### config.mk
export PLATFORM = sky130hd
export DESIGN_NAME = sfdbl_loader_ctrl
export DESIGN_NICKNAME = d
export VERILOG_FILES = /design/src/design/sfdbl_pkg.sv /design/src/design/sfdbl_loader_ctrl.sv
export SDC_FILE = /design/constraint.sdc
export NUM_CORES = 1
export LEC_CHECK = 0
export BUFFER_PORTS_ARGS = -buffer_cell sky130_fd_sc_hd__buf_2
export CORE_ASPECT_RATIO = 1.5
export CORE_MARGIN = 2
export CORE_UTILIZATION = 35
export CTS_BUF_LIST = sky130_fd_sc_hd__clkbuf_4
export DETAILED_ROUTE_END_ITERATION = 6
export SYNTH_ARGS = -nofsm -noshare
export SYNTH_HDL_FRONTEND = slang
export SYNTH_SLANG_ARGS = --single-unit
export TNS_END_PERCENT = 5
### constraint.sdc
create_clock -name clock -period 3 [get_ports clock]
set_clock_uncertainty 0.15 [all_clocks]
set_input_delay 0.45 -clock clock [delete_from_list [all_inputs] [get_ports clock]]
set_output_delay 0.45 -clock clock [all_outputs]
set_load 0.05 [all_outputs]
### src/design/sfdbl_pkg.sv
// sfdbl_pkg: shared constants, command codes and structs for the framed double buffer loader
// no dependencies; imported by every module of the block
`default_nettype none

package sfdbl_pkg;

   localparam int ROWS        = 16;
   localparam int ROW_BYTES   = 16;
   localparam int PLANE_BYTES = ROWS * ROW_BYTES;
   localparam int FRAME_BYTES = 2 * PLANE_BYTES;
   localparam int MEM_BYTES   = 2 * FRAME_BYTES;
   localparam int ADDR_W      = $clog2(MEM_BYTES);
   localparam int CNT_W       = (FRAME_BYTES > 1) ? $clog2(FRAME_BYTES) : 1;

   localparam int CMD_W   = 2;
   localparam int BYTE_W  = 8;
   localparam int ROW_W   = 4;
   localparam int COL_W   = 4;
   localparam int CSR_W   = 1;
   localparam int REQ_W   = 24;
   localparam int RSP_W   = 16;

   localparam logic [CMD_W-1:0] CMD_RX        = 2'd0;
   localparam logic [CMD_W-1:0] CMD_FRAME_END = 2'd1;
   localparam logic [CMD_W-1:0] CMD_READ      = 2'd2;

   localparam logic [CSR_W-1:0] CSR_SYNC_FIRST  = 1'b0;
   localparam logic [CSR_W-1:0] CSR_SYNC_SECOND = 1'b1;

   localparam logic [BYTE_W-1:0] SYNC_FIRST_RST  = 8'd83;
   localparam logic [BYTE_W-1:0] SYNC_SECOND_RST = 8'd67;

   typedef struct packed {
      logic [CMD_W-1:0]  command;
      logic [BYTE_W-1:0] rx_byte;
      logic              read_color;
      logic [ROW_W-1:0]  read_row;
      logic [COL_W-1:0]  read_column;
   } req_item_type;

   typedef struct packed {
      logic              wr_en;
      logic [ADDR_W-1:0] wr_addr;
      logic [BYTE_W-1:0] wr_data;
      logic              rd_en;
      logic [ADDR_W-1:0] rd_addr;
   } mem_op_type;

   typedef struct packed {
      logic data_en;
      logic receive_ready;
      logic frame_done;
      logic shown_buffer;
      logic byte_dropped;
   } rsp_status_type;

endpackage

`default_nettype wire

### src/design/sfdbl_loader_ctrl.sv
// sfdbl_loader_ctrl: sync hunt, frame write counter, buffer swap and sync registers
// depends on sfdbl_pkg; drives the frame memory port
`default_nettype none

module sfdbl_loader_ctrl (
   input  wire logic                           clock,
   input  wire logic                           reset,
   input  wire logic                           csr_wr_en,
   input  wire logic [sfdbl_pkg::CSR_W-1:0]    csr_index,
   input  wire logic [sfdbl_pkg::BYTE_W-1:0]   csr_wdata,
   input  wire logic                           item_valid,
   input  wire sfdbl_pkg::req_item_type        item,
   output sfdbl_pkg::mem_op_type               mem_op,
   output sfdbl_pkg::rsp_status_type           status
);
   import sfdbl_pkg::*;

   localparam logic [1:0] PH_FIRST  = 2'd0;
   localparam logic [1:0] PH_SECOND = 2'd1;
   localparam logic [1:0] PH_DATA   = 2'd2;

   logic [BYTE_W-1:0] sync_first_ff, sync_first_in;
   logic [BYTE_W-1:0] sync_second_ff, sync_second_in;
   logic [1:0]        phase_ff, phase_in;
   logic [CNT_W-1:0]  byte_count_ff, byte_count_in;
   logic              select_ff, select_in;
   logic              pending_ff, pending_in;
   logic [1:0]        filled_ff, filled_in;
   logic              back;
   logic              last_byte;
   logic              in_frame;
   logic              done;
   logic              dropped;
   logic [ADDR_W-1:0] wr_addr;
   logic [ADDR_W-1:0] rd_addr;

   always_comb begin
      sync_first_in  = sync_first_ff;
      sync_second_in = sync_second_ff;
      if (csr_wr_en) begin
         unique case (csr_index)
            CSR_SYNC_FIRST:  sync_first_in  = csr_wdata;
            CSR_SYNC_SECOND: sync_second_in = csr_wdata;
            default: ;
         endcase
      end
   end

   assign back      = ~select_ff;
   assign last_byte = (byte_count_ff == CNT_W'(FRAME_BYTES - 1));
   assign in_frame  = (int'(item.read_row) < ROWS) && (int'(item.read_column) < ROW_BYTES);

   assign wr_addr = back ? ADDR_W'(FRAME_BYTES) + ADDR_W'(byte_count_ff)
                         : ADDR_W'(byte_count_ff);
   assign rd_addr = (select_ff ? ADDR_W'(FRAME_BYTES) : '0)
                  + (item.read_color ? ADDR_W'(PLANE_BYTES) : '0)
                  + ADDR_W'(item.read_row) * ADDR_W'(ROW_BYTES)
                  + ADDR_W'(item.read_column);

   always_comb begin
      phase_in      = phase_ff;
      byte_count_in = byte_count_ff;
      select_in     = select_ff;
      pending_in    = pending_ff;
      filled_in     = filled_ff;
      done          = 1'b0;
      dropped       = 1'b0;
      mem_op        = '0;
      mem_op.wr_addr = wr_addr;
      mem_op.wr_data = item.rx_byte;
      mem_op.rd_addr = rd_addr;
      if (item_valid) begin
         case (item.command)
            CMD_RX: begin
               if (pending_ff) begin
                  dropped = 1'b1;
               end else begin
                  unique case (phase_ff)
                     PH_SECOND: begin
                        phase_in      = (item.rx_byte == sync_second_ff) ? PH_DATA : PH_FIRST;
                        byte_count_in = '0;
                     end
                     PH_DATA: begin
                        mem_op.wr_en = 1'b1;
                        if (last_byte) begin
                           byte_count_in   = '0;
                           phase_in        = PH_FIRST;
                           pending_in      = 1'b1;
                           filled_in[back] = 1'b1;
                           done            = 1'b1;
                        end else begin
                           byte_count_in = byte_count_ff + CNT_W'(1);
                        end
                     end
                     default: begin
                        phase_in = (item.rx_byte == sync_first_ff) ? PH_SECOND : PH_FIRST;
                     end
                  endcase
               end
            end
            CMD_FRAME_END: begin
               if (pending_ff) begin
                  select_in     = ~select_ff;
                  pending_in    = 1'b0;
                  byte_count_in = '0;
               end
            end
            CMD_READ: begin
               mem_op.rd_en = 1'b1;
            end
            default: ;
         endcase
      end
   end

   // a buffer that never received a full frame still reads as zero
   assign status.data_en       = (item.command == CMD_READ) && in_frame && filled_ff[select_ff];
   assign status.receive_ready = ~pending_in;
   assign status.frame_done    = done;
   assign status.shown_buffer  = select_in;
   assign status.byte_dropped  = dropped;

   always_ff @(posedge clock) begin
      if (reset) begin
         sync_first_ff  <= SYNC_FIRST_RST;
         sync_second_ff <= SYNC_SECOND_RST;
         phase_ff       <= PH_FIRST;
         byte_count_ff  <= '0;
         select_ff      <= 1'b0;
         pending_ff     <= 1'b0;
         filled_ff      <= '0;
      end else begin
         sync_first_ff  <= sync_first_in;
         sync_second_ff <= sync_second_in;
         phase_ff       <= phase_in;
         byte_count_ff  <= byte_count_in;
         select_ff      <= select_in;
         pending_ff     <= pending_in;
         filled_ff      <= filled_in;
      end
   end

`ifndef SYNTHESIS
   a_done_sets_pending: assert property (@(posedge clock) disable iff (reset)
      item_valid && status.frame_done |=> pending_ff)
      else $error("frame completed without a pending swap");

   a_count_only_in_data: assert property (@(posedge clock) disable iff (reset)
      byte_count_ff != '0 |-> phase_ff == PH_DATA)
      else $error("byte count nonzero outside the data phase");

   a_one_mem_access: assert property (@(posedge clock) disable iff (reset)
      !(mem_op.wr_en && mem_op.rd_en))
      else $error("write and read issued for one word");
`endif

endmodule

`default_nettype wire

==> results of run 1 <==
## worst min path at each step
| stage | from | end | slack (ns) |
|---|---|---|---|
| after global placement | sync_first_ff[3]$_SDFFE_PP0P_ | sync_first_ff[3]$_SDFFE_PP0P_ | 0.31 |
| after CTS | csr_wdata[1] | sync_first_ff[1]$_SDFFE_PP1P_ | 0.18 |
| after floorplan | filled_ff[0]$_SDFFE_PP0P_ | filled_ff[0]$_SDFFE_PP0P_ | 0.29 |
| after global routing | csr_wdata[6] | sync_second_ff[6]$_SDFFE_PP1P_ | 0.20 |
| final | csr_wdata[1] | sync_first_ff[1]$_SDFFE_PP1P_ | 0.19 |
| after detailed placement | filled_ff[0]$_SDFFE_PP0P_ | filled_ff[0]$_SDFFE_PP0P_ | 0.31 |
## routing by layer
layer,track usage (%),up-vias,wire length [um]
met2,26.2,49,1880
li1,-,784,-
met1,15.7,668,1620
met4,6.48,0,85
met3,4.83,8,239
met5,0,-,0
## layout make-up
type                       count  area (um^2)  area share, %
tap                           66         82.6           4.25
inverter                       7         26.3           1.35
timing repair buffer          48          243           12.5
sequential                    31          621           32.0
multi-input combinational    155          925           47.6
clock buffer                   6         45.0           2.32
## stage by stage
step                setup WS (ns)  util [%]  cells
floorplan                   0.218         -    224
global placement            0.489      39.0    307
detailed placement          0.387      39.0    307
CTS                       0.00384      39.9    313
global route              0.00989      40.1    313
finish                      0.207      40.1    313
## state kept, by name, summed over array words and instances (netlist names), named ones only
register	flops
byte_count_ff	9
phase_ff	2
sync_second_ff	8
sync_first_ff	8
filled_ff	2
select_ff	1
## timing repair
action | CTS | global route
endpoints found under the hold margin | 0 | 0
endpoints found under the setup margin | 0 | 1
resized for setup | 0 | 3
## report_power, final
group | switching [W] | total [W] | internal (W)
clock network | 0.000138 | 0.000230 | 0.0000923
logic | 0.0000716 | 0.000115 | 0.0000433
registers | 0.00000752 | 0.000431 | 0.000423
## layout by cell type (no fill, tap or decap), types with 4 or more instances in the layout
master    instances
buf_2            47
nand2_1          45
dfxtp_1          31
a21oi_1          18
xnor2_1          17
nor2_1            9
nand3b_1          8
inv_1             7
nand3_1           6
clkbuf_4          6
nor3_1            4
o21ai_0           4
o32ai_1           4
ha_1              4
## cells by family after synthesis
kind of cell               count (synthesis)
muxes                                      1
buffers and inverters                     38
DFF                                       31
and+or+nand+nor                           99
xor gates and xnor gates                  17
adders and majority gates                  4
AOI/OAI and AO/OA                         34
## worst max-delay path: cells and delay by family, from the launching register on
family / cells / cell delay [ns]
adder cells (fa/ha/maj): 2 / 0.40
AND/OR/NAND/NOR: 5 / 0.81
buffers and inverters: 1 / 0.24
flip-flops: 1 / 0.39
==> summary.md, run 1 <==
| Metric | Value |
|---|---|
| Starting density of the core | 36.6% |
| Clock Root Buffer | clkbuf_4 |
| Dpl hpwl | 2880 um |
| Die height | 91.2 um |
| Crit Path Max Fanout | 5 |
| Post-route design area | 1940 um^2 |
| CTS H-tree lvls | 2 |
| CP Capture Point | status[2] |
| Simple-gate share of the synthesized area | 28.1% |
| Synth Register Bits | 31 |
| Cell Chain, Critical Path | ha_1, and3_1, nand3_1, nor3_1, ha_1, nand2_1, nor3_2, buf_4 |
| Largest net degree at the start of global routing | 36 |
| Placement row count | 31 |
| Cts hold-fix bufs | 0 |
| Largest family of logic cells by synthesized area | simple AND/OR/NAND/NOR gates |
| Die area | 5660 um^2 |
| Cell count of the worst hold path | 3 |
| Largest cells by area after synthesis | dfxtp_1 35%, nand2_1 9.5%, buf_4 9.3% |
| Mux cell area share after synthesis | 0.565% |
| Clock transition at the registers of the reported paths | 0.10 ns |
| Setup bufs post-CTS | 0 |
| Initial antenna violation count | 0 |
| Clk_lat worst skew | 0.33 ns |
| Yosys top cell by area | dfxtp_1 |
| Die W | 62.1 um |
| Global-route wire length before repair | 6580 um |
| Top-count cell post-synth | nand2_1 |
| Clk buf depth | 2 |
| Detailed-route DRC error count | 0 |
| Critical path startpoint category | flip-flop |
| Core area | 4850 um^2 |
| Cell count after synthesis | 224 |
| Fill cells | 542 |
| RSZ-0062 raised after global routing | no |
| Total power | 0.000776 W |
| EDFF count, synth | 0 |
| Drt via density | 4.82 |
| Share of cells above drive strength 1 | 23.9% |
| Max Fclk | 358 MHz |
| Synth cell count leaders | 45 x nand2_1, 31 x dfxtp_1, 22 x buf_4 |
| Total grt overflow | 0 |
| Post-Syn Area | 1770 um^2 |
| Pleak | 0.762 nW |
| TNS Setup | 0 ns |
| Crit path time final | 2.79 ns |
| Final hold vios | 0 |
| Max-slew violation count | 0 |
| WL final | 3830 um |
| NumNets Final | 284 |
| Total GRT Usage | 14.7% |
| DRT Pass-1 Iters | 4 |
| Crit path DAT | 2.19 ns |
| Mean Syn Cell Area | 7.91 um^2 |
| Final GP Congestion | 0.789 |
| Crit Path Class | flip-flop to output pin |
| CTS tree | done |
| Routed wire length per instance | 12.2 um |
| Post-synth cell types | 35 |
| CTS sink cnt | 31 |
| Number of CTS-inserted buffers | 5 |
| Outcome | finished clean |
| Placed cell area | 1890 um^2 |
| Synthesized Nets | 260 |
| Reg2reg path depth | 9 |
| DR iter-0 viols | 55 |
| Sequential fraction of the synthesis area | 35.0% |
| Post-route ant nets | 0 |
| Port bufs | 48 |
| Least-Margin Pin Slew | 0.751 ns |
| Antenna Cells | 0 |
| Synthesis-to-layout area growth | 9.53% |
| Critical Path Source | byte_count_ff[0]$_SDFFE_PP0P_ |
| Pwr per Cell Area | 400 nW/um^2 |
| Xor/xnor cell area share of the yosys netlist | 8.40% |
| HP Class | primary input to flip-flop |
| Worst slew margin | 49.4% |
| Post-synthesis compound-gate area fraction | 12.0% |
| Ys async rst share | 0% |
| # setup viols final | 0 |
| Via count | 1,509 |
| Hold Worst Slack | 0.189 ns |
| Number of global-route vias before repair | 1,475 |
| Worst path most repeated cell | ha_1 |
| Worst Path Required | 2.40 ns |
| Crit end category | output pin |
| Top_reg_cell synth | dfxtp_1 |
| Final period util | 93.1% |
| Slowest cell on the critical path | dfxtp_1 |
| Ports | 67 |
| Reg2reg start | byte_count_ff[0]$_SDFFE_PP0P_ |
| Synth top area share | 35.0% |
| Yosys warning count | 0 |
| VDD IR max | 221 uV |
| Post-Synth Adder-Cell Area | 2.82% |
| Critical path's largest stage delay | 0.39 ns |
| Reg-to-reg slack, setup | 0.37 ns |
| Reg2reg end | phase_ff[0]$_SDFFE_PP0P_ |
| Max Cap Viol | 0 |
Power figures use the tool's default switching activity.
==> run 2: changes to the inputs <==
--- a/config.mk
+++ b/config.mk
@@ -5,6 +5,7 @@
 export SDC_FILE = /design/constraint.sdc
 export NUM_CORES = 1
 export LEC_CHECK = 0
+export ABC_AREA = 1
 export BUFFER_PORTS_ARGS = -buffer_cell sky130_fd_sc_hd__buf_2
 export CORE_ASPECT_RATIO = 1.5
 export CORE_MARGIN = 2
==> run 2 against run 1 <==
Effect of this change: core utilization decreased by 0.15 points; via count grew 16%; sequential power about the same; cell area up 7.0%; cell count increased by 26%; critical path depth is 2 higher; register-to-register slack gained 0.57 ns; clock power shrank 3%; worst setup slack better by 0.20 ns; power rose by 0.77%; largest cell class unchanged.
==> summary.md, run 2 <==
| Metric | Value |
|---|---|
| Die W | 64.3 um (was 62.1 um) |
| Sequential fraction of the synthesis area | 32.5% (was 35.0%) |
| Clock transition at the registers of the reported paths | 0.10 ns (about the same) |
| EDFF count, synth | 0 (unchanged) |
| CTS sink cnt | 31 (unchanged) |
| Pwr per Cell Area | 376 nW/um^2 (was 400 nW/um^2) |
| Cell count after synthesis | 298 (was 224) |
| Leading registers by flop count | byte_count_ff: 9 flops, sync_first_ff: 8 flops, sync_second_ff: 8 flops (unchanged) |
| Outcome | finished clean (unchanged) |
| Synthesized Nets | 334 (was 260) |
| Synth Register Bits | 31 (unchanged) |
| Top reg by flops | byte_count_ff (unchanged) |
| # setup viols final | 0 (unchanged) |
| NumNets Final | 362 (was 284) |
| Reg2reg end | byte_count_ff[2]$_SDFFE_PP0P_ (was phase_ff[0]$_SDFFE_PP0P_) |
| Gate power share | 16.3% (was 14.8%) |
| Placement row count | 32 (was 31) |
| Routed wire length per instance | 10.1 um (was 12.2 um) |
| Largest net degree at the start of global routing | 24 (was 36) |
| Placed cell area | 2030 um^2 (was 1890 um^2) |
| Crit path DAT | 2.00 ns (was 2.19 ns) |
| Yosys warning count | 0 (unchanged) |
| Crit Path Max Fanout | 4 (was 5) |
| Top_reg_cell synth | dfxtp_1 (unchanged) |
| Reg2reg path depth | 13 (was 9) |
| Total power | 0.000782 W (was 0.000776 W) |
| Yosys top cell by area | dfxtp_1 (unchanged) |
| WL final | 3980 um (was 3830 um) |
| Most frequent cells in the layout | 87 x nand2_1, 50 x inv_1, 48 x buf_2 (was 47 x buf_2, 45 x nand2_1, 31 x dfxtp_1) |
| Sw Ratio | 29.7% (was 28.0%) |
| Power share of the clock group | 28.3% (was 29.7%) |
| Number of global-route vias before repair | 1,558 (was 1,475) |
| Clk_lat worst skew | 0.33 ns (about the same) |
| Reg2reg start | byte_count_ff[1]$_SDFFE_PP0P_ (was byte_count_ff[0]$_SDFFE_PP0P_) |
| VDD IR max | 280 uV (was 221 uV) |
| HP Class | primary input to flip-flop (unchanged) |
| Post-cts sizing count | 0 (unchanged) |
| Least-Margin Pin Slew | 0.663 ns (was 0.751 ns) |
| Die area | 6070 um^2 (was 5660 um^2) |
| Total GRT Usage | 14.3% (was 14.7%) |
| Top-count cell post-synth | nand2_1 (unchanged) |
| Sequential Power Share | 55.3% (was 55.5%) |
| Post-route design area | 2080 um^2 (was 1940 um^2) |
| Slowest cell on the critical path | dfxtp_1 (unchanged) |
| Share of cells above drive strength 1 | 19.9% (was 23.9%) |
| Cell Chain, Critical Path | ha_1, nand2_1, inv_1, nand2_1, nor2_1, ha_1, inv_1, o21ai_0, a22oi_1, buf_2 (was ha_1, and3_1, nand3_1, nor3_1, ha_1, nand2_1, nor3_2, buf_4) |
| Mean Syn Cell Area | 6.40 um^2 (was 7.91 um^2) |
| Die height | 94.4 um (was 91.2 um) |
| Critical Path Source | byte_count_ff[1]$_SDFFE_PP0P_ (was byte_count_ff[0]$_SDFFE_PP0P_) |
| Max Fclk | 385 MHz (was 358 MHz) |
| Antenna Cells | 0 (unchanged) |
| Ports | 67 (unchanged) |
| Reg-to-reg slack, setup | 0.94 ns (was 0.37 ns) |
| Port bufs | 48 (unchanged) |
| DR iter-0 viols | 56 (was 55) |
| Setup bufs post-CTS | 0 (unchanged) |
| Core area | 5200 um^2 (was 4850 um^2) |
| CTS H-tree lvls | 2 (unchanged) |
| TNS Setup | 0 ns (unchanged) |
| Synthesis-to-layout area growth | 8.85% (was 9.53%) |
| Critical path's largest stage delay | 0.38 ns (was 0.39 ns) |
| Post-synth cell types | 28 (was 35) |
| Final period util | 86.6% (was 93.1%) |
| Synth cell count leaders | 87 x nand2_1, 50 x inv_1, 31 x dfxtp_1 (was 45 x nand2_1, 31 x dfxtp_1, 22 x buf_4) |
| Final GP Congestion | 0.828 (was 0.789) |
| Clk buf depth | 2 (unchanged) |
| Initial antenna violation count | 0 (unchanged) |
| Synth top area share | 32.5% (was 35.0%) |
| Starting density of the core | 36.7% (was 36.6%) |
| Max-slew violation count | 0 (unchanged) |
| Number of CTS-inserted buffers | 5 (unchanged) |
| Clock Root Buffer | clkbuf_4 (unchanged) |
| Max reg flops | 9 (unchanged) |
| RSZ-0062 raised after global routing | no (unchanged) |
| Largest cells by area after synthesis | dfxtp_1 33%, nand2_1 17%, inv_1 9.8% (was dfxtp_1 35%, nand2_1 9.5%, buf_4 9.3%) |
| Worst slew margin | 55.7% (was 49.4%) |
| Global-route wire length before repair | 6710 um (was 6580 um) |
| Critical path startpoint category | flip-flop (unchanged) |
| Detailed-route DRC error count | 0 (unchanged) |
| CTS tree | done (unchanged) |
| Crit end category | output pin (unchanged) |
| Dpl hpwl | 3120 um (was 2880 um) |
| CP Capture Point | status[3] (was status[2]) |
| Net Switching | 0.000232 W (was 0.000217 W) |
| Crit Path Class | flip-flop to output pin (unchanged) |
| Commonest non-fill, non-tap cell in the layout | nand2_1 (was buf_2) |
| Pleak | 1.06 nW (was 0.762 nW) |
| Cts hold-fix bufs | 0 (unchanged) |
| WP buf/inv | 3 (was 1) |
| Crit path time final | 2.60 ns (was 2.79 ns) |
| DRT Pass-1 Iters | 4 (unchanged) |
| Pint | 0.000549 W (was 0.000559 W) |
| Worst Path Required | 2.40 ns (about the same) |
| Drt via density | 4.43 (was 4.82) |
| Post-Syn Area | 1910 um^2 (was 1770 um^2) |
| Worst path depth | 10 (was 8) |
| Final hold vios | 0 (unchanged) |
| Max Cap Viol | 0 (unchanged) |
| Total grt overflow | 0 (unchanged) |
| Via count | 1,745 (was 1,509) |
| Post-route ant nets | 0 (unchanged) |
| Kind of cell adding the most delay to the critical path | buffers and inverters (was simple AND/OR/NAND/NOR gates) |
| Ys async rst share | 0% (unchanged) |
run 2: cell types whose count changed after synthesis, sizes merged, moves of 4 or more:
cell    previous run  this run
nor2               9        32
nand3b             8         0
nand2             45        88
o32ai              4         0
xnor2             17         1
nand3              6        13
inv                7        53
o21ai              5        15
o211ai             0         5
clkbuf             7         2
nor3               5         1
run 2: kinds of logic (layout without fill, tap and decap cells):
kind of cell,count (synthesis),after routing,synth area share (%)
flops,31,31,32.5
xor+xnor,4,4,1.84
simple gates,134,134,28.6
compound gates,45,45,13.4
buf+inv,80,108,21.0
fa+ha+maj,4,4,2.62
run 2: metal layers:
metal	vias to the layer above	track usage [%]	share of wire (%)
li1	940	-	-
met1	757	15.5	42
met2	38	25.5	51
met3	10	3.58	5.2
met4	0	7.09	2.3
met5	-	0	0
run 2: layout make-up:
cell class                      instances  area [um^2]
Clock buffer                            5         37.5
Fill cell                             613         3130
Multi-Input combinational cell        187          886
Sequential cell                        31          621
Timing Repair Buffer                   48          240
Tap cell                               68         85.1
Clock inverter                          2         8.76
Inverter                               53          199
run 2: worst min path at each step:
stage | startpoint | to | slack (ns) | cells past startpoint
after floorplan | filled_ff[0]$_SDFFE_PP0P_ | filled_ff[0]$_SDFFE_PP0P_ | 0.29 | 2
after global placement | byte_count_ff[6]$_SDFFE_PP0P_ | byte_count_ff[6]$_SDFFE_PP0P_ | 0.30 | 2
after detailed placement | byte_count_ff[6]$_SDFFE_PP0P_ | byte_count_ff[6]$_SDFFE_PP0P_ | 0.30 | 2
after CTS | csr_wdata[0] | sync_second_ff[0]$_SDFFE_PP1P_ | 0.18 | 3
after global routing | csr_wdata[0] | sync_first_ff[0]$_SDFFE_PP1P_ | 0.19 | 3
final | csr_wdata[0] | sync_second_ff[0]$_SDFFE_PP1P_ | 0.19 | 3
run 2: tightest hold or removal path: cells and delay by family:
family	cells	cell delay [ns]
buffers and inverters	1	0.08
AND/OR/NAND/NOR	2	0.10
run 2: power groups by stage:
stage	clock network (W)	logic (W)	registers, W
finish	0.000222	0.000128	0.000432
global route	0.000248	0.000147	0.000435
CTS	0.000234	0.000130	0.000433
detailed placement	0	0.000129	0.000442
global placement	0	0.000129	0.000442
floorplan	0	0.000130	0.000441
run 2: stage by stage:
stage                     utilization [%]  setup slack (ns)  hold slack, ns  instances
after floorplan                         -             0.237           0.288        298
after global placement               39.0             0.813           0.300        387
after detailed placement             39.0             0.761           0.301        387
after CTS                            39.9             0.380           0.181        394
after global routing                 39.9             0.156           0.186        394
final                                39.9             0.403           0.191        394
==> run 3: changes to the inputs <==
==> constraint.sdc (replaced) <==
create_clock -name clock -period 3.1 [get_ports clock]
set_clock_uncertainty 0.15 [all_clocks]
set_input_delay 0.465 -clock clock [delete_from_list [all_inputs] [get_ports clock]]
set_output_delay 0.465 -clock clock [all_outputs]
set_load 0.05 [all_outputs]
==> run 3 against run 2 <==
Effect of this change: global-route usage rose by 0.36 points; worst setup slack gained 0.074 ns; cell area up 0.54%.
==> summary.md, run 3 (same netlist as run 2, synthesis figures left out) <==
| Metric | Value |
|---|---|
| Outcome | finished clean (unchanged) |
| Reg2reg end | byte_count_ff[2]$_SDFFE_PP0P_ (unchanged) |
| Critical path's largest stage delay | 0.35 ns (was 0.38 ns) |
| Setup bufs post-CTS | 0 (unchanged) |
| Reg2reg start | byte_count_ff[1]$_SDFFE_PP0P_ (unchanged) |
| Reg-to-reg slack, setup | 1.05 ns (was 0.94 ns) |
| CP Capture Point | status[3] (unchanged) |
| WL final | 4030 um (was 3980 um) |
| Reg2reg path depth | 13 (unchanged) |
| Worst slew margin | 52.6% (was 55.7%) |
| Post-route insts no fill | 395 (was 394) |
| Clock Root Buffer | clkbuf_4 (unchanged) |
| NumNets Final | 362 (unchanged) |
| Commonest non-fill, non-tap cell in the layout | nand2_1 (unchanged) |
| TNS Setup | 0 ns (unchanged) |
| Slowest cell on the critical path | dfxtp_1 (unchanged) |
| Critical Path Source | byte_count_ff[1]$_SDFFE_PP0P_ (unchanged) |
| Crit Path Class | flip-flop to output pin (unchanged) |
| Total grt overflow | 0 (unchanged) |
| VDD IR max | 292 uV (was 280 uV) |
| Cts hold-fix bufs | 0 (unchanged) |
| Final hold vios | 0 (unchanged) |
| Worst Path Required | 2.48 ns (was 2.40 ns) |
| Final Util | 40.1% (was 39.9%) |
| Ports | 67 (unchanged) |
| Max-slew violation count | 0 (unchanged) |
| CTS tree | done (unchanged) |
| Die W | 64.3 um (unchanged) |
| Max Cap Viol | 0 (unchanged) |
| CTS H-tree lvls | 2 (unchanged) |
| HP Class | primary input to flip-flop (unchanged) |
| Number of CTS-inserted buffers | 5 (unchanged) |
| Pleak | 1.06 nW (about the same) |
| Detailed-route DRC error count | 0 (unchanged) |
| Number of global-route vias before repair | 1,637 (was 1,558) |
| Max reg flops | 9 (unchanged) |
| Synthesis-to-layout area growth | 9.44% (was 8.85%) |
| Drt via density | 4.44 (was 4.43) |
| Least-Margin Pin Slew | 0.711 ns (was 0.663 ns) |
| Post-cts sizing count | 0 (unchanged) |
| Clock transition at the registers of the reported paths | 0.11 ns (was 0.10 ns) |
| Via count | 1,752 (was 1,745) |
| Clk_lat worst skew | 0.33 ns (about the same) |
| Antenna Cells | 0 (unchanged) |
| Critical path startpoint category | flip-flop (unchanged) |
| Cell count of the worst hold path | 3 (unchanged) |
| Leading registers by flop count | byte_count_ff: 9 flops, sync_first_ff: 8 flops, sync_second_ff: 8 flops (unchanged) |
| Total GRT Usage | 14.6% (was 14.3%) |
| Crit path DAT | 2.01 ns (was 2.00 ns) |
| Cell Chain, Critical Path | ha_1, nand2_1, inv_1, nand2_1, nor2_1, ha_1, inv_1, o21ai_0, a22oi_1, buf_2 (unchanged) |
| Largest net degree at the start of global routing | 24 (unchanged) |
| Core area | 5200 um^2 (unchanged) |
| Max Fclk | 381 MHz |
| Placement row count | 32 (unchanged) |
| Post-route ant nets | 0 (unchanged) |
| RSZ-0062 raised after global routing | no (unchanged) |
| Most frequent cells in the layout | 87 x nand2_1, 50 x inv_1, 48 x buf_2 (unchanged) |
| Dpl hpwl | 3150 um (was 3120 um) |
| Routed wire length per instance | 10.2 um (was 10.1 um) |
| Port bufs | 48 (unchanged) |
| DRT Pass-1 Iters | 4 (unchanged) |
| Clk buf depth | 2 (unchanged) |
| DR iter-0 viols | 75 (was 56) |
| Crit Path Max Fanout | 4 (unchanged) |
| Pwr per Cell Area | 374 nW/um^2 (was 376 nW/um^2) |
| Top reg by flops | byte_count_ff (unchanged) |
| Crit path time final | 2.62 ns |
| Initial antenna violation count | 0 (unchanged) |
| Starting density of the core | 36.7% (unchanged) |
| Crit end category | output pin (unchanged) |
| Die height | 94.4 um (unchanged) |
| Total power | 0.000782 W (about the same) |
| Global-route wire length before repair | 6940 um (was 6710 um) |
| Die area | 6070 um^2 (unchanged) |
| Final period util | 84.6% |
| Share of cells above drive strength 1 | 20.5% (was 19.9%) |
| Hold Worst Slack | 0.206 ns (was 0.191 ns) |
| # setup viols final | 0 (unchanged) |
| Placed cell count | 387 (unchanged) |
| CTS sink cnt | 31 (unchanged) |
| Final GP Congestion | 0.815 (was 0.828) |
[run 3: cell types whose count changed in the layout (fill, tap and decap cells not counted)]
cell	change
clkinvlp_4	+1
clkinv_1	-1
clkbuf_4	+1
[run 3: per-stage QoR]
stage | area [um^2] | worst slack (ns)
CTS | 2090 | 0.466
floorplan | 1910 | 0.322
detailed placement | 2030 | 0.863
global route | 2090 | 0.202
global placement | 2030 | 0.898
finish | 2090 | 0.478
[run 3: how the worst min path moves through the flow]
stage / slack (ns) / endpoint / start
floorplan: 0.29 / filled_ff[0]$_SDFFE_PP0P_ / filled_ff[0]$_SDFFE_PP0P_
global placement: 0.30 / byte_count_ff[6]$_SDFFE_PP0P_ / byte_count_ff[6]$_SDFFE_PP0P_
detailed placement: 0.30 / byte_count_ff[6]$_SDFFE_PP0P_ / byte_count_ff[6]$_SDFFE_PP0P_
CTS: 0.19 / sync_second_ff[0]$_SDFFE_PP1P_ / csr_wdata[0]
global route: 0.21 / sync_second_ff[0]$_SDFFE_PP1P_ / csr_wdata[0]
finish: 0.21 / sync_second_ff[0]$_SDFFE_PP1P_ / csr_wdata[0]
[run 3: per-layer routing]
| layer | track usage, % | routed length, um | vias to the layer above |
|---|---|---|---|
| li1 | - | - | 945 |
| met1 | 15.7 | 1670 | 765 |
| met4 | 6.21 | 80 | 0 |
| met3 | 3.46 | 184 | 7 |
| met5 | 0 | 0 | - |
| met2 | 27.1 | 2090 | 35 |
[run 3: critical path, delay by kind of cell, from the launching register on]
kind / cells / cell delay [ns]
AOI/OAI and AO/OA: 2 / 0.27
adders and majority gates: 2 / 0.38
and+or+nand+nor: 3 / 0.21
buffers and inverters: 3 / 0.46
DFF: 1 / 0.35
[run 3: area by class of cell]
class                   instances  area, um^2
fillers                       598        3120
multi-input cells             187         886
flip-flops and latches         31         621
repair buffers                 48         240
inverters                      53         199
well taps                      68        85.1
clock buffers                   6        45.0
clock inverters                 2        12.5
[run 3: power by group]
group | switching (W) | internal [W] | total (W)
Clock | 0.000143 | 0.0000962 | 0.000240
Sequential | 0.00000677 | 0.000412 | 0.000419
Combinational | 0.0000840 | 0.0000396 | 0.000124
Total | 0.000234 | 0.000548 | 0.000782
